==> config.mk <==
export PLATFORM = sky130hd
export DESIGN_NAME = ata_pio_request_sequencer_flat
export DESIGN_NICKNAME = d
export VERILOG_FILES = /design/src/design/ata_pkg.sv /design/src/design/ata_in_if.sv /design/src/design/ata_out_if.sv /design/src/design/ata_cfg_if.sv /design/src/design/ata_ram.sv /design/src/design/ata_pio_request_sequencer.sv /design/src/flat_wrapper.sv
export SDC_FILE = /design/constraint.sdc
export NUM_CORES = 1
export LEC_CHECK = 0
export BUFFER_PORTS_ARGS = -buffer_cell sky130_fd_sc_hd__buf_2
export CAP_MARGIN = 20
export CORE_MARGIN = 10
export CORE_UTILIZATION = 40
export DETAILED_ROUTE_END_ITERATION = 10
export PLACE_DENSITY = 0.54
export SLEW_MARGIN = 20
export SYNTH_ARGS = -nofsm -noshare
export SYNTH_HDL_FRONTEND = slang
export SYNTH_SLANG_ARGS = --single-unit
export TNS_END_PERCENT = 5
==> constraint.sdc <==
create_clock -name clk -period 8.3 [get_ports clk]
set_input_delay 0.83 -clock clk [delete_from_list [all_inputs] [get_ports clk]]
set_output_delay 0.83 -clock clk [all_outputs]
set_load 0.02 [all_outputs]
==> src/design/ata_pkg.sv <==
package ata_pkg;

  // Queue geometry
  localparam int QUEUE_DEPTH       = 8;
  localparam int DWORDS_PER_SECTOR = 128;
  localparam int IDX_W = (QUEUE_DEPTH > 1) ? $clog2(QUEUE_DEPTH) : 1;
  localparam int CNT_W = $clog2(QUEUE_DEPTH + 1);

  // Result kinds
  localparam logic [2:0] KIND_PORT_WRITE = 3'd0;
  localparam logic [2:0] KIND_DATA_OUT   = 3'd1;
  localparam logic [2:0] KIND_DATA_IN    = 3'd2;
  localparam logic [2:0] KIND_COMPLETE   = 3'd3;
  localparam logic [2:0] KIND_REJECT     = 3'd4;

  // Status codes
  localparam logic [2:0] STS_OK        = 3'd0;
  localparam logic [2:0] STS_RANGE     = 3'd1;
  localparam logic [2:0] STS_ABSENT    = 3'd2;
  localparam logic [2:0] STS_FULL      = 3'd3;
  localparam logic [2:0] STS_DEV_ERROR = 3'd4;

  // Input modes
  localparam logic MODE_SUBMIT = 1'b0;
  localparam logic MODE_IRQ    = 1'b1;

  // Configuration register indexes
  localparam logic [1:0] REG_SECTORS_PER_BLOCK = 2'd0;
  localparam logic [1:0] REG_BLOCK_LIMIT       = 2'd1;
  localparam logic [1:0] REG_DISK1_PRESENT     = 2'd2;

  // ATA ports
  localparam logic [9:0] PORT_DATA    = 10'h1f0;
  localparam logic [9:0] PORT_COUNT   = 10'h1f2;
  localparam logic [9:0] PORT_LBA0    = 10'h1f3;
  localparam logic [9:0] PORT_LBA1    = 10'h1f4;
  localparam logic [9:0] PORT_LBA2    = 10'h1f5;
  localparam logic [9:0] PORT_DRIVE   = 10'h1f6;
  localparam logic [9:0] PORT_COMMAND = 10'h1f7;
  localparam logic [9:0] PORT_CONTROL = 10'h3f6;

  // Commands and status bits
  localparam logic [7:0] CMD_READ        = 8'h20;
  localparam logic [7:0] CMD_WRITE       = 8'h30;
  localparam logic [7:0] CMD_READ_MULTI  = 8'hc4;
  localparam logic [7:0] CMD_WRITE_MULTI = 8'hc5;
  localparam logic [7:0] DRIVE_BASE      = 8'he0;
  localparam logic [3:0] LBA_TOP_MASK    = 4'h0f;
  localparam logic [7:0] ST_DF           = 8'h20;
  localparam logic [7:0] ST_ERR          = 8'h01;

  // Port write sequence steps
  localparam logic [2:0] STEP_CONTROL = 3'd0;
  localparam logic [2:0] STEP_COUNT   = 3'd1;
  localparam logic [2:0] STEP_LBA0    = 3'd2;
  localparam logic [2:0] STEP_LBA1    = 3'd3;
  localparam logic [2:0] STEP_LBA2    = 3'd4;
  localparam logic [2:0] STEP_DRIVE   = 3'd5;
  localparam logic [2:0] STEP_COMMAND = 3'd6;

  // One queued request
  typedef struct packed {
    logic [27:0] block;
    logic        drive;
    logic        write;
    logic [7:0]  tag;
  } req_t;

  localparam int REQ_W = $bits(req_t);

  function automatic logic [9:0] port_of_step(input logic [2:0] step);
    logic [9:0] p;
    case (step)
      STEP_CONTROL: p = PORT_CONTROL;
      STEP_COUNT:   p = PORT_COUNT;
      STEP_LBA0:    p = PORT_LBA0;
      STEP_LBA1:    p = PORT_LBA1;
      STEP_LBA2:    p = PORT_LBA2;
      STEP_DRIVE:   p = PORT_DRIVE;
      STEP_COMMAND: p = PORT_COMMAND;
      default:      p = PORT_CONTROL;
    endcase
    return p;
  endfunction

endpackage

==> src/design/ata_in_if.sv <==
interface ata_in_if;
  logic        valid;
  logic        ready;
  logic        mode;
  logic [27:0] block_number;
  logic        drive_select;
  logic        write_request;
  logic [7:0]  request_tag;
  logic [7:0]  drive_status;

  modport source(output valid, mode, block_number, drive_select, write_request,
                 request_tag, drive_status, input ready);
  modport sink(input valid, mode, block_number, drive_select, write_request,
               request_tag, drive_status, output ready);
endinterface

==> src/design/ata_out_if.sv <==
interface ata_out_if;
  logic       valid;
  logic       ready;
  logic [2:0] result_kind;
  logic [9:0] port_address;
  logic [7:0] port_value;
  logic [9:0] dword_count;
  logic [7:0] done_tag;
  logic [2:0] status_code;
  logic       last_of_run;

  modport source(output valid, result_kind, port_address, port_value, dword_count,
                 done_tag, status_code, last_of_run, input ready);
  modport sink(input valid, result_kind, port_address, port_value, dword_count,
               done_tag, status_code, last_of_run, output ready);
endinterface

==> src/design/ata_cfg_if.sv <==
interface ata_cfg_if;
  logic        valid;
  logic        ready;
  logic [1:0]  addr;
  logic [27:0] data;

  modport source(output valid, addr, data, input ready);
  modport sink(input valid, addr, data, output ready);
endinterface

==> src/design/ata_ram.sv <==
module ata_ram #(
  parameter int WIDTH = 8,
  parameter int DEPTH = 8
) (
  input  logic                                      clk,
  input  logic                                      we,
  input  logic [((DEPTH > 1) ? $clog2(DEPTH) : 1)-1:0] waddr,
  input  logic [WIDTH-1:0]                          wdata,
  input  logic                                      re,
  input  logic [((DEPTH > 1) ? $clog2(DEPTH) : 1)-1:0] raddr,
  output logic [WIDTH-1:0]                          rdata
);

  logic [WIDTH-1:0] mem [DEPTH];

  // Write one entry, registered read
  always_ff @(posedge clk) begin
    if (we) begin
      mem[waddr] <= wdata;
    end
    if (re) begin
      rdata <= mem[raddr];
    end
  end

endmodule

==> src/design/ata_pio_request_sequencer.sv <==
// ATA PIO LBA28 request sequencer. Submit beats queue a disk request in an
// on-chip FIFO memory; interrupt beats retire the request at the head. Every
// beat on req produces zero to ten result beats on rsp, at most one per cycle
// while rsp is ready, the last one flagged by last_of_run. A submit that
// queues behind others produces no result; a reject produces one; a submit
// that starts a request computes its sector address, then emits seven port
// writes, one more for a write. An interrupt reads the head from queue
// memory, emits its retire results, and when another request is waiting,
// reads it and computes its sector address before its start results. The
// queue memory read is registered and all results pass through the single
// result register. Configuration writes on cfg are always taken and must be
// made while no beat is in progress. No clearing pass is needed after reset.
module ata_pio_request_sequencer (
  input  logic       clk,
  input  logic       rst,
  ata_in_if.sink     req,
  ata_out_if.source  rsp,
  ata_cfg_if.sink    cfg
);
  import ata_pkg::*;

  localparam logic [3:0] S_IDLE   = 4'd0;
  localparam logic [3:0] S_REJ    = 4'd1;
  localparam logic [3:0] S_POP_RD = 4'd2;
  localparam logic [3:0] S_XIN    = 4'd3;
  localparam logic [3:0] S_DONE   = 4'd4;
  localparam logic [3:0] S_NXT_RD = 4'd5;
  localparam logic [3:0] S_MUL    = 4'd6;
  localparam logic [3:0] S_PW     = 4'd7;
  localparam logic [3:0] S_XOUT   = 4'd8;

  // Configuration
  logic [2:0]  sectors_per_block;
  logic [27:0] block_limit;
  logic        disk1_present;

  // Queue control
  logic [IDX_W-1:0] head;
  logic [IDX_W-1:0] tail;
  logic [CNT_W-1:0] count;

  // Sequencer
  logic [3:0]  state;
  logic [2:0]  step;
  req_t        cur;
  logic [27:0] sector;
  logic [7:0]  status;
  logic [2:0]  rej_code;
  logic        err;

  // Result register
  logic       o_valid;
  logic [2:0] o_kind;
  logic [9:0] o_addr;
  logic [7:0] o_val;
  logic [9:0] o_cnt;
  logic [7:0] o_tag;
  logic [2:0] o_code;
  logic       o_last;

  // Queue memory
  logic             ram_we;
  logic             ram_re;
  req_t             ram_wdata;
  logic [REQ_W-1:0] ram_rdata;
  req_t             head_req;

  ata_ram #(.WIDTH(REQ_W), .DEPTH(QUEUE_DEPTH)) u_queue (
    .clk   (clk),
    .we    (ram_we),
    .waddr (tail),
    .wdata (ram_wdata),
    .re    (ram_re),
    .raddr (head),
    .rdata (ram_rdata)
  );

  assign head_req = req_t'(ram_rdata);

  logic        in_fire;
  logic        out_free;
  logic        emit;
  logic        fire;
  logic [2:0]  chk_code;
  logic [9:0]  dwords;
  logic [7:0]  cmd;
  logic [30:0] product;
  logic        rd_err;
  logic [IDX_W-1:0] head_inc;
  logic [IDX_W-1:0] tail_inc;

  assign req.ready = (state == S_IDLE);
  assign in_fire   = req.valid && req.ready;
  assign cfg.ready = 1'b1;
  assign out_free  = !o_valid || rsp.ready;

  assign dwords  = 10'(sectors_per_block * DWORDS_PER_SECTOR);
  assign product = 31'(cur.block) * 31'(sectors_per_block);
  assign rd_err  = !head_req.write && ((status & (ST_DF | ST_ERR)) != 8'h00);
  assign head_inc = (head == IDX_W'(QUEUE_DEPTH - 1)) ? '0 : head + 1'b1;
  assign tail_inc = (tail == IDX_W'(QUEUE_DEPTH - 1)) ? '0 : tail + 1'b1;

  // Check a submit: range, then drive, then room
  always_comb begin
    if (req.block_number >= block_limit) begin
      chk_code = STS_RANGE;
    end else if (req.drive_select && !disk1_present) begin
      chk_code = STS_ABSENT;
    end else if (count >= CNT_W'(QUEUE_DEPTH)) begin
      chk_code = STS_FULL;
    end else begin
      chk_code = STS_OK;
    end
  end

  always_comb begin
    if (sectors_per_block == 3'd1) begin
      cmd = cur.write ? CMD_WRITE : CMD_READ;
    end else begin
      cmd = cur.write ? CMD_WRITE_MULTI : CMD_READ_MULTI;
    end
  end

  // Queue memory access
  always_comb begin
    ram_wdata.block = req.block_number;
    ram_wdata.drive = req.drive_select;
    ram_wdata.write = req.write_request;
    ram_wdata.tag   = req.request_tag;
    ram_we = in_fire && (req.mode == MODE_SUBMIT) && (chk_code == STS_OK);
    ram_re = (in_fire && (req.mode == MODE_IRQ) && (count != '0)) ||
             (state == S_DONE && fire && (count != '0));
  end

  // Build the next result beat
  logic [2:0] e_kind;
  logic [9:0] e_addr;
  logic [7:0] e_val;
  logic [9:0] e_cnt;
  logic [7:0] e_tag;
  logic [2:0] e_code;
  logic       e_last;

  always_comb begin
    emit   = 1'b0;
    e_kind = KIND_PORT_WRITE;
    e_addr = '0;
    e_val  = '0;
    e_cnt  = '0;
    e_tag  = '0;
    e_code = STS_OK;
    e_last = 1'b0;
    case (state)
      S_REJ: begin
        emit   = 1'b1;
        e_kind = KIND_REJECT;
        e_tag  = cur.tag;
        e_code = rej_code;
        e_last = 1'b1;
      end
      S_XIN: begin
        emit   = 1'b1;
        e_kind = KIND_DATA_IN;
        e_addr = PORT_DATA;
        e_cnt  = dwords;
      end
      S_DONE: begin
        emit   = 1'b1;
        e_kind = KIND_COMPLETE;
        e_tag  = cur.tag;
        e_code = err ? STS_DEV_ERROR : STS_OK;
        e_last = (count == '0);
      end
      S_PW: begin
        emit   = 1'b1;
        e_kind = KIND_PORT_WRITE;
        e_addr = port_of_step(step);
        e_last = (step == STEP_COMMAND) && !cur.write;
        case (step)
          STEP_CONTROL: e_val = 8'h00;
          STEP_COUNT:   e_val = {5'b0, sectors_per_block};
          STEP_LBA0:    e_val = sector[7:0];
          STEP_LBA1:    e_val = sector[15:8];
          STEP_LBA2:    e_val = sector[23:16];
          STEP_DRIVE:   e_val = DRIVE_BASE | {3'b0, cur.drive, 4'h0} |
                                {4'h0, sector[27:24] & LBA_TOP_MASK};
          STEP_COMMAND: e_val = cmd;
          default:      e_val = 8'h00;
        endcase
      end
      S_XOUT: begin
        emit   = 1'b1;
        e_kind = KIND_DATA_OUT;
        e_addr = PORT_DATA;
        e_cnt  = dwords;
        e_last = 1'b1;
      end
      default: emit = 1'b0;
    endcase
  end

  assign fire = emit && out_free;

  // Configuration registers
  always_ff @(posedge clk) begin
    if (rst) begin
      sectors_per_block <= 3'd1;
      block_limit       <= 28'd1000;
      disk1_present     <= 1'b0;
    end else if (cfg.valid && cfg.ready) begin
      case (cfg.addr)
        REG_SECTORS_PER_BLOCK: sectors_per_block <= cfg.data[2:0];
        REG_BLOCK_LIMIT:       block_limit       <= cfg.data;
        REG_DISK1_PRESENT:     disk1_present     <= cfg.data[0];
        default:               ;
      endcase
    end
  end

  // Sequencer and queue pointers
  always_ff @(posedge clk) begin
    if (rst) begin
      state <= S_IDLE;
      head  <= '0;
      tail  <= '0;
      count <= '0;
      step  <= STEP_CONTROL;
    end else begin
      case (state)
        S_IDLE: begin
          if (in_fire) begin
            if (req.mode == MODE_SUBMIT) begin
              cur.block <= req.block_number;
              cur.drive <= req.drive_select;
              cur.write <= req.write_request;
              cur.tag   <= req.request_tag;
              rej_code  <= chk_code;
              if (chk_code != STS_OK) begin
                state <= S_REJ;
              end else begin
                tail  <= tail_inc;
                count <= count + 1'b1;
                if (count == '0) begin
                  state <= S_MUL;
                end
              end
            end else begin
              status <= req.drive_status;
              if (count != '0) begin
                state <= S_POP_RD;
              end
            end
          end
        end
        S_REJ: begin
          if (fire) begin
            state <= S_IDLE;
          end
        end
        S_POP_RD: begin
          // Retire the head entry just read
          cur   <= head_req;
          err   <= rd_err;
          head  <= head_inc;
          count <= count - 1'b1;
          state <= (!head_req.write && !rd_err) ? S_XIN : S_DONE;
        end
        S_XIN: begin
          if (fire) begin
            state <= S_DONE;
          end
        end
        S_DONE: begin
          if (fire) begin
            state <= (count != '0) ? S_NXT_RD : S_IDLE;
          end
        end
        S_NXT_RD: begin
          cur   <= head_req;
          state <= S_MUL;
        end
        S_MUL: begin
          sector <= product[27:0];
          step   <= STEP_CONTROL;
          state  <= S_PW;
        end
        S_PW: begin
          if (fire) begin
            if (step == STEP_COMMAND) begin
              state <= cur.write ? S_XOUT : S_IDLE;
            end else begin
              step <= step + 1'b1;
            end
          end
        end
        S_XOUT: begin
          if (fire) begin
            state <= S_IDLE;
          end
        end
        default: state <= S_IDLE;
      endcase
    end
  end

  // Result register: load on fire, drop when taken
  always_ff @(posedge clk) begin
    if (rst) begin
      o_valid <= 1'b0;
    end else if (fire) begin
      o_valid <= 1'b1;
    end else if (rsp.ready) begin
      o_valid <= 1'b0;
    end
  end

  always_ff @(posedge clk) begin
    if (fire) begin
      o_kind <= e_kind;
      o_addr <= e_addr;
      o_val  <= e_val;
      o_cnt  <= e_cnt;
      o_tag  <= e_tag;
      o_code <= e_code;
      o_last <= e_last;
    end
  end

  assign rsp.valid        = o_valid;
  assign rsp.result_kind  = o_kind;
  assign rsp.port_address = o_addr;
  assign rsp.port_value   = o_val;
  assign rsp.dword_count  = o_cnt;
  assign rsp.done_tag     = o_tag;
  assign rsp.status_code  = o_code;
  assign rsp.last_of_run  = o_last;

  // Checks
  a_count_bound: assert property (@(posedge clk) disable iff (rst)
    count <= CNT_W'(QUEUE_DEPTH))
    else $error("queue count exceeds depth");

  a_ptr_match: assert property (@(posedge clk) disable iff (rst)
    (count == '0 || count == CNT_W'(QUEUE_DEPTH)) |-> (head == tail))
    else $error("queue pointers disagree with count");

  a_reject_code: assert property (@(posedge clk) disable iff (rst)
    (rsp.valid && rsp.result_kind == KIND_REJECT) |-> (rsp.status_code != STS_OK))
    else $error("reject beat without a reject code");

  a_start_nonempty: assert property (@(posedge clk) disable iff (rst)
    (state == S_MUL) |-> (count != '0))
    else $error("request started with empty queue");

endmodule
==> src/flat_wrapper.sv <==
// flat-port wrapper written by rule: the top's interface ports become plain ports
module ata_pio_request_sequencer_flat import ata_pkg::*;
  (clk, rst, req_valid, req_mode, req_block_number, req_drive_select, req_write_request, req_request_tag, req_drive_status, req_ready, rsp_valid, rsp_result_kind, rsp_port_address, rsp_port_value, rsp_dword_count, rsp_done_tag, rsp_status_code, rsp_last_of_run, rsp_ready, cfg_valid, cfg_addr, cfg_data, cfg_ready);
  ata_in_if req_i ();
  ata_out_if rsp_i ();
  ata_cfg_if cfg_i ();
  input  logic clk;
  input  logic rst;
  input wire logic [$bits(req_i.valid)-1:0] req_valid;
  input wire logic [$bits(req_i.mode)-1:0] req_mode;
  input wire logic [$bits(req_i.block_number)-1:0] req_block_number;
  input wire logic [$bits(req_i.drive_select)-1:0] req_drive_select;
  input wire logic [$bits(req_i.write_request)-1:0] req_write_request;
  input wire logic [$bits(req_i.request_tag)-1:0] req_request_tag;
  input wire logic [$bits(req_i.drive_status)-1:0] req_drive_status;
  output wire logic [$bits(req_i.ready)-1:0] req_ready;
  output wire logic [$bits(rsp_i.valid)-1:0] rsp_valid;
  output wire logic [$bits(rsp_i.result_kind)-1:0] rsp_result_kind;
  output wire logic [$bits(rsp_i.port_address)-1:0] rsp_port_address;
  output wire logic [$bits(rsp_i.port_value)-1:0] rsp_port_value;
  output wire logic [$bits(rsp_i.dword_count)-1:0] rsp_dword_count;
  output wire logic [$bits(rsp_i.done_tag)-1:0] rsp_done_tag;
  output wire logic [$bits(rsp_i.status_code)-1:0] rsp_status_code;
  output wire logic [$bits(rsp_i.last_of_run)-1:0] rsp_last_of_run;
  input wire logic [$bits(rsp_i.ready)-1:0] rsp_ready;
  input wire logic [$bits(cfg_i.valid)-1:0] cfg_valid;
  input wire logic [$bits(cfg_i.addr)-1:0] cfg_addr;
  input wire logic [$bits(cfg_i.data)-1:0] cfg_data;
  output wire logic [$bits(cfg_i.ready)-1:0] cfg_ready;
  assign req_i.valid = req_valid;
  assign req_i.mode = req_mode;
  assign req_i.block_number = req_block_number;
  assign req_i.drive_select = req_drive_select;
  assign req_i.write_request = req_write_request;
  assign req_i.request_tag = req_request_tag;
  assign req_i.drive_status = req_drive_status;
  assign req_ready = req_i.ready;
  assign rsp_valid = rsp_i.valid;
  assign rsp_result_kind = rsp_i.result_kind;
  assign rsp_port_address = rsp_i.port_address;
  assign rsp_port_value = rsp_i.port_value;
  assign rsp_dword_count = rsp_i.dword_count;
  assign rsp_done_tag = rsp_i.done_tag;
  assign rsp_status_code = rsp_i.status_code;
  assign rsp_last_of_run = rsp_i.last_of_run;
  assign rsp_i.ready = rsp_ready;
  assign cfg_i.valid = cfg_valid;
  assign cfg_i.addr = cfg_addr;
  assign cfg_i.data = cfg_data;
  assign cfg_ready = cfg_i.ready;
  ata_pio_request_sequencer u_core (.clk(clk), .rst(rst), .req(req_i), .rsp(rsp_i), .cfg(cfg_i));
endmodule
== Word level (Yosys, flattened, before mapping) ==
Memory sizes are Yosys's and may differ from the RTL's. A register that Yosys moved wholly into a read port is not among the register bits.
Cells that the tools add are included.
Widths: inputs -> output; s select.
Storage, ports and cells
  logic and storage cells: 159
  output and inout port bits: 46
  bits in read-only memories: 0
  memories: 1
  register bits: 169
  bits in writable memories: 304
  bits in latches: 0
Memories
  u_core.u_queue.mem: depth 8, width 38, read ports 1, clocked after Yosys merged registers in 1, write ports 1, RTL line ata_ram.sv:14  | logic [WIDTH-1:0] mem [DEPTH];
Operators by class
  reductions and logical operators: 47
  equal/unequal tests: 30
  multipliers: 1
  add/sub/neg operators: 5
  $lt $le $gt $ge: 2
  bitwise logic cells: 4
  div/mod/pow operators: 0
  shift-type cells: 0
  multiplexer cells: 44
Operators by type and width (number)
  $mux 38: 2
  $pmux 38 s2: 1
  $pmux 10 s6: 1
  $mux 4: 14
  $pmux 8 s6: 1
  $pmux 4 s8: 1
  $ge 28x28->1: 1
  $mul 28x3->28: 1
  $mux 3: 7
  $pmux 10 s2: 1
  $reduce_and 4->1: 5
  $eq 4x3->1 const B: 4
  $eq 3x3->1 const B: 5
  $logic_and 1x1->1: 12
  $pmux 3 s2: 2
  $pmux 3 s4: 1
  $ne 2x1->1 const B: 5
  $reduce_and 2->1: 5
  $add 3x1->3 const B: 3
  $eq 4x2->1 const B: 2
  $logic_not 4->1: 2
  $mux 8: 1
  $ne 2x2->1 const B: 4
  $or 8x4->8: 1
  other kinds (29): 51

== Longest topological paths before layout ==
Gate-level depths: netlist (run 1).
  word-level depth: 9
  gate-level depth with buffers: 15
  gate-level depth less buffers: 14

== Cells and area by module ==
From an unflattened synthesis (run 1), not the netlist that was laid out.
Unflattened totals
  cells, all modules: 1469
  area, all modules: 22092.4 µm²
By module, submodules not included
  ata_ram: area each 12589.6 µm², instances 1, cells each 490
  ata_pio_request_sequencer: area each 9502.9 µm², instances 1, cells each 979

== Worst setup path after synthesis (run 1) ==
OpenSTA, ideal clock, no wires.
  kind: input-to-reg
  start: input req_block_number[13]
  end: memory u_core.u_queue.mem[0][0] in the netlist's numbering, enable pin
  path slack: 2.634 ns
  stages: 9
  library setup time: 0.481 ns
  required time: 7.819 ns
  data arrival time: 5.186 ns
  cell sequence: ha_1 > a21o_1 > a21oi_2 > o221ai_2 > a41oi_2 > a211oi_4 > a2111oi_4 > nand2b_2 > nor3_1
On the way
  cells in the longest elaborated chain, start to end: 6
Ends and longest elaborated chain
  start, declared: RTL line flat_wrapper.sv:11  | input wire logic [$bits(req_i.block_number)-1:0] req_block_number;
  $ge 28x28->1: RTL line ata_pio_request_sequencer.sv:105  | if (req.block_number >= block_limit) begin
  $mux 2: RTL line ata_pio_request_sequencer.sv:105
  $logic_not 3->1: RTL line ata_pio_request_sequencer.sv:130  | ram_we = in_fire && (req.mode == MODE_SUBMIT) && (chk_code == STS_OK);
  $logic_and 1x1->1: RTL line ata_pio_request_sequencer.sv:130
  $mux 1: RTL line ata_ram.sv:18  | if (we) begin
  $mux 1 (implied by the code): RTL line ata_ram.sv:19  | mem[waddr] <= wdata;
  end, declared: RTL line ata_ram.sv:14
Every way passes these cells.

== Worst setup path in the final report (run 1) ==
  start: register u_core.sectors_per_block[2]
  end: register u_core.sector[24], data pin
On the way
  cells in the longest elaborated chain, start to end: 1
Ends and longest elaborated chain
  start, declared: RTL line ata_pio_request_sequencer.sv:33  | logic [2:0] sectors_per_block;
  start signal, assigned: RTL line ata_pio_request_sequencer.sv:212  | REG_SECTORS_PER_BLOCK: sectors_per_block <= cfg.data[2:0];
  $mul 28x3->28: RTL line ata_pio_request_sequencer.sv:98  | assign product = 31'(cur.block) * 31'(sectors_per_block);
  via u_core.product[24]: RTL line ata_pio_request_sequencer.sv:87  | logic [30:0] product;
  end signal, assigned: RTL line ata_pio_request_sequencer.sv:283  | sector <= product[27:0];
  end, declared: RTL line ata_pio_request_sequencer.sv:46  | logic [27:0] sector;
The timed path passes the listed nets, and every way through them passes these cells.
A chain may end at the register's enable or synchronous reset.

==> key figures, run 1 <==
Clock tree
  – H-tree level count: 2
  – Post-CTS setup buffers: 0
  – Clock buffer depth: 3
  – Num CTS Buffers: 53
  – CTS tree: done
  – Worst skew pair latency: 610 ps
  – Clock Sink Count: 494
  – Clock transition at the registers of the reported paths: 60 ps
  – CTS root buffer: clkbuf_16
  – Post-CTS Resized: 0
  – Number of hold buffers added after cts: 0

Critical path
  – Worst Path Required: 8680 ps
  – Worst setup SP type: flip-flop
  – Kind of critical path: reg2reg
  – R2r endpoint: u_core.sector[24]
  – Reg2reg path depth: 15
  – Critical Path AT: 4550 ps
  – R2r startpoint: u_core.sectors_per_block[2]
  – CP endpoint kind: flip-flop
  – CP max FO: 26
  – Reg2reg setup slack: 4130 ps

Synthesis
  – Most common flop cell mapped by yosys: edfxtp_1
  – Synth Area in Compound Gates: 0.0641
  – Main combinational cell family by area after synthesis: multiplexers
  – Yosys reg bits: 494
  – Post-synthesis sequential area ratio: 0.648
  – Post-Synth Simple-Gate Area: 0.0662
  – Synth cell types: 73
  – Synthesized instance count: 1468
  – EDFF count, synth: 444
  – Top cells by area, synth: edfxtp_1 (60%), mux4_2 (7.7%), dfxtp_1 (4.5%)
  – Post-synthesis mux area share: 0.118
  – Mean area per synthesized cell: 15.1 sq um
  – Ys async rst share: 0
  – Adder-Cell Fraction of Synth Area: 0.0612
  – Post-synth top area share: 0.602
  – Biggest area consumer among synthesized cells: edfxtp_1
  – Synth warn: 0
  – XOR/XNOR Fraction of Synth Area: 0.0107
  – Post-Syn Area: 22100 sq um

Min path
  – Hold path depth: 1
  – Worst hold path class: in2reg
  – Worst hold start: req_drive_status[0]
  – Hold EP: u_core.status[0]

STA
  – Final worst-path setup slack: 4130 ps
  – Final Setup Violations: 0
  – Hold slack: 402 ps
  – Post-layout min period: 4170 ps
  – Final Cycle Share: 0.502
  – RSZ-0062 raised after global routing: no
  – Fin. max-slew vios: 0
  – Endpoints failing hold: 0
  – Rel. slew slack: 0.312
  – Fmax: 0.240 GHz
  – Setup Skew: 13.5 ps
  – Setup TNS: 0 ps
  – Worst-margin pin slew: 1020 ps

GRT
  – Initial antenna violation count: 2
  – GRT Total Usage: 0.155
  – Gr ovfl total: 0
  – Vias in the first global route: 12.6k
  – Largest net degree at the start of global routing: 59
  – First-pass GRT wire length: 76.5 mm

Final layout
  – Layout area overhead: 14.2%
  – Nets: 1766
  – Layout fillers: 4842
  – Most frequent cells in the layout: edfxtp_1 (444), nand2_1 (160), buf_2 (112), inv_1 (98)
  – Leading cell type in the layout, fill and taps excluded: edfxtp_1
  – Fin util: 0.460
  – Layout cells sized above 1: 0.246

Floorplanning
  – Starting Density: 0.402
  – Die Wd: 255 um
  – FP Rows: 86
  – Die area: 65100 sq um
  – Top Ports: 128
  – Die Ht: 255 um
  – Core ar.: 55000 sq um

Routing
  – Vias/cell: 5.12
  – Via count: 12.2k
  – Final antenna-violating net count: 0
  – Routed len/inst: 21.0 um
  – DRT Wirelength: 50.1 mm
  – Detailed Routing Iterations Pass 1: 7
  – DR iter-0 viols: 758
  – DRC violations left: 0

Pwr
  – Peak VDD IR: 150 uV
  – Power Total: 6610 uW
  – Pleak: 0.00881 uW
  – Pwr dens: 262 nW/um^2

Placement
  – Place WS: 3550 ps
  – GPL Wtd Cong: 0.805
  – IO Port Bufs: 112
  – HPWL after DPL: 30.8 mm

Status
  – Status: completed

Job
  – MaxCap Viol Count: 0
==> registers in the layout, indices dropped and copies added, names as in the netlist, 4 cells and up <==
| register | cells |
|---|---|
| u_core.sector | 28 |
| u_core.count | 4 |
| u_core.cur | 38 |
| u_core.rsp.port_value | 8 |
| u_core.rsp.done_tag | 8 |
| u_core.u_queue.rdata | 38 |
| u_core.u_queue.mem | 304 |
| u_core.state | 4 |
| u_core.block_limit | 28 |
| u_core.rsp.port_address | 5 |
==> power by group <==
part,switching [uW],internal [uW]
Clock,967,1300
Combinational,727,508
Sequential,143,2970
Total,1840,4780
==> worst max-delay path, stage by stage, from the launching register on <==
cell and delay (ps):
dfxtp_1 420, buf_4 340, nand2_1 130, fa_1 480, inv_1 70, ha_1 180, inv_1 60, fa_1 390
nor2b_1 170, o31a_1 210, o21ai_1 120, a221oi_1 520, o41ai_2 190, o2111ai_1 220, a21oi_1 110, xnor2_1 320
==> cell type report <==
type / instances / area, sq um / area share
Multi-Input combinational cell: 810 / 7230 / 0.286
Clock inverter: 20 / 151 / 0.00599
Inverter: 98 / 368 / 0.0146
Sequential cell: 494 / 14300 / 0.567
Tap cell: 748 / 936 / 0.0370
Timing Repair Buffer: 135 / 733 / 0.0290
Antenna cell: 2 / 5.00 / 0.000198
Clock buffer: 77 / 1520 / 0.0600
==> synthesized netlist by cell type (12+ instances only) <==
| master | count |
|---|---|
| nand2b_1 | 12 |
| fa_1 | 27 |
| buf_4 | 13 |
| edfxtp_1 | 444 |
| nand2_1 | 160 |
| ha_1 | 65 |
| dfxtp_1 | 50 |
| and2_1 | 21 |
| nor3_1 | 19 |
| nor2_1 | 71 |
| mux4_2 | 76 |
| mux2_2 | 75 |
| a21o_1 | 18 |
| xnor2_1 | 21 |
| a21oi_1 | 77 |
| o21ai_0 | 18 |
| inv_1 | 98 |
| clkbuf_1 | 45 |
==> per-stage QoR <==
step	area, sq um	cells
detailed placement	23600	2285
global route	25300	2382
global placement	23600	2285
CTS	25300	2382
floorplan	22200	1475
finish	25300	2384
==> layer usage <==
| layer | vias up | share of wire | global-route usage |
|---|---|---|---|
| met5 | - | 0.00040 | 0 |
| met4 | 2 | 0.019 | 0.0379 |
| met3 | 75 | 0.049 | 0.0298 |
| met2 | 236 | 0.48 | 0.260 |
| met1 | 6170 | 0.45 | 0.204 |
| li1 | 5725 | - | - |
==> cell families (layout without fill, tap and decap cells) <==
group                      Yosys count  in the layout
AOI/OAI and AO/OA                  197            197
xor gates and xnor gates            27             27
adders and majority gates           92             92
buffers and inverters              171            330
DFF                                494            494
muxes                              157            157
other                                2             11
and+or+nand+nor                    328            328
==> worst max path at each step <==
stage / from / endpoint / slack [ps] / depth (start not counted)
6_report: u_core.sectors_per_block[2] / u_core.sector[24] / 4130 / 15
4_1_cts: u_core.sectors_per_block[2] / u_core.sector[26] / 4170 / 15
3_5_place_dp: req_block_number[0] / u_core.u_queue.mem[3][11] / 3550 / 12
3_3_place_gp: req_block_number[0] / u_core.u_queue.mem[3][11] / 3610 / 12
5_1_grt: u_core.sectors_per_block[2] / u_core.sector[24] / 3770 / 15
2_1_floorplan: req_block_number[13] / u_core.u_queue.mem[0][0] / 2630 / 9
Note: power is estimated with default switching activity, not from simulation.
==> run 2, diff against run 1 <==
Settings changed: PLACE_DENSITY 0.54 to 0.56.
Clock period 8.3 ns to 3.7 ns, I/O delays scaled along.
==> key figures, run 2 (same netlist as run 1, synthesis figures left out) <==
Status
  – Status: completed

Min path
  – Worst hold start: cfg_data[20]
  – Worst hold path class: in2reg
  – Hold EP: u_core.block_limit[20]
  – Hold path depth: 3

STA
  – Endpoints failing hold: 0
  – Final Cycle Share: 0.940
  – Fin. max-slew vios: 0
  – Setup TNS: 0 ps
  – Fmax: 0.288 GHz
  – Post-layout min period: 3480 ps
  – Final worst-path setup slack: 222 ps
  – Rel. slew slack: 0.289
  – Worst-margin pin slew: 1060 ps
  – Final Setup Violations: 0
  – Setup Skew: 15.7 ps

GRT
  – GRT Total Usage: 0.159
  – First-pass GRT wire length: 78.7 mm
  – Largest net degree at the start of global routing: 75
  – Vias in the first global route: 13.1k
  – Initial antenna violation count: 4
  – Gr ovfl total: 0

Routing
  – DRC violations left: 0
  – Final antenna-violating net count: 0
  – Via count: 12.5k
  – Detailed Routing Iterations Pass 1: 6
  – DRT Wirelength: 51.0 mm
  – Routed len/inst: 20.9 um
  – Vias/cell: 5.13
  – DR iter-0 viols: 942

Pwr
  – Pleak: 0.00912 uW
  – Pwr dens: 568 nW/um^2
  – Peak VDD IR: 342 uV

Final layout
  – Leading cell type in the layout, fill and taps excluded: edfxtp_1
  – Fin util: 0.473
  – Reg with most FFs: u_core.u_queue.mem
  – Top flop regs: u_core.u_queue.mem: 304 flops, u_core.cur: 38 flops, u_core.u_queue.rdata: 38 flops
  – Design area: 26000 sq um
  – Layout area overhead: 17.5%
  – Layout cells sized above 1: 0.260
  – Layout fillers: 4787
  – Nets: 1826
  – Layout Cells excl Fill: 2444
  – Most frequent cells in the layout: edfxtp_1 (444), nand2_1 (160), buf_2 (112), inv_1 (98), mux4_2 (76)
  – Largest register FFs: 304

Critical path
  – R2r endpoint: u_core.sector[24]
  – CP max FO: 11
  – Worst Path Required: 4030 ps
  – Worst setup SP type: flip-flop
  – Kind of critical path: reg2reg
  – Reg2reg setup slack: 220 ps
  – Reg2reg path depth: 14
  – R2r startpoint: u_core.sectors_per_block[2]
  – CP endpoint kind: flip-flop
  – Critical Path AT: 3810 ps

Placement
  – Place WS: 57.5 ps
  – IO Port Bufs: 112
  – Placed cell area: 24200 sq um
  – GPL Wtd Cong: 0.828
  – HPWL after DPL: 33.1 mm
  – Inst Count DP: 2323

Floorplanning
  – FP Rows: 86
  – Top Ports: 128
  – Die Ht: 255 um
  – Die Wd: 255 um
  – Die area: 65100 sq um
  – Core ar.: 55000 sq um
  – Starting Density: 0.402

Clock tree
  – H-tree level count: 2
  – Num CTS Buffers: 52
  – Clock transition at the registers of the reported paths: 60 ps
  – Worst skew pair latency: 590 ps
  – CTS root buffer: clkbuf_16
  – Clock buffer depth: 3
  – CTS tree: done
  – Clock Sink Count: 494

Job
  – MaxCap Viol Count: 0
-- run 2: where the power goes --
| part | switching, uW | internal (uW) | leakage, uW |
|---|---|---|---|
| logic | 1800 | 1260 | 0.00393 |
| registers | 220 | 6660 | 0.00443 |
| clock network | 2100 | 2730 | 0.000762 |
-- run 2: layout make-up --
| class | count | area (sq um) | share of cell area |
|---|---|---|---|
| inverters | 98 | 368 | 0.0142 |
| clock buffers | 66 | 1350 | 0.0521 |
| flip-flops and latches | 494 | 14300 | 0.552 |
| multi-input cells | 810 | 7260 | 0.279 |
| clock inverters | 31 | 211 | 0.00813 |
| repair buffers | 196 | 1520 | 0.0584 |
| diodes | 1 | 2.50 | 0.0000963 |
| well taps | 748 | 936 | 0.0360 |
-- run 2: worst max-delay path, cell delays in order (launching register included) --
cell       delay (ps)
dfxtp_2           360
buf_12            130
nand2_1            70
fa_1              530
inv_1              40
ha_1              290
nor2b_1           150
o31a_1            280
o21ai_2           180
a221oi_1          120
buf_4             170
o41ai_4           470
o2111ai_1         160
a21oi_1           180
xnor2_1            80
-- run 2: timing repair --
action / 4_1_cts / 5_1_grt
endpoints found under the hold margin: 21 / 0
hold buffers: 21 / 0
setup buffers: 0 / 2
endpoints found under the setup margin: 0 / 7
gates resized for setup: 0 / 9
-- run 2: per-stage QoR --
stage | power (uW) | hold WS [ps]
6_report | 14800 | 40.1
4_1_cts | 15000 | 0.0112
5_1_grt | 15500 | 21.3
3_3_place_gp | 10000 | 444
2_1_floorplan | 9030 | 436
3_5_place_dp | 10100 | 448
-- run 2: worst max-delay path by stage --
stage | slack (ps) | start | depth (start not counted) | to
final | 220 | u_core.sectors_per_block[2] | 14 | u_core.sector[24]
after global routing | -20 | u_core.sectors_per_block[2] | 15 | u_core.sector[24]
after CTS | 40 | u_core.sectors_per_block[2] | 14 | u_core.sector[24]
after detailed placement | 60 | u_core.sectors_per_block[2] | 14 | u_core.sector[24]
after global placement | 170 | u_core.sectors_per_block[2] | 14 | u_core.sector[24]
after floorplan | -1510 | req_block_number[13] | 9 | u_core.u_queue.mem[0][0]
-- run 2: per-layer routing --
layer / part of all wire / up-vias / global-route usage / wire length (um)
met4: 0.021 / 4 / 0.0413 / 1060
met3: 0.050 / 68 / 0.0298 / 2540
met2: 0.49 / 263 / 0.265 / 24900
met1: 0.44 / 6343 / 0.212 / 22500
li1: - / 5852 / - / -
met5: 0.00047 / - / 0 / 24
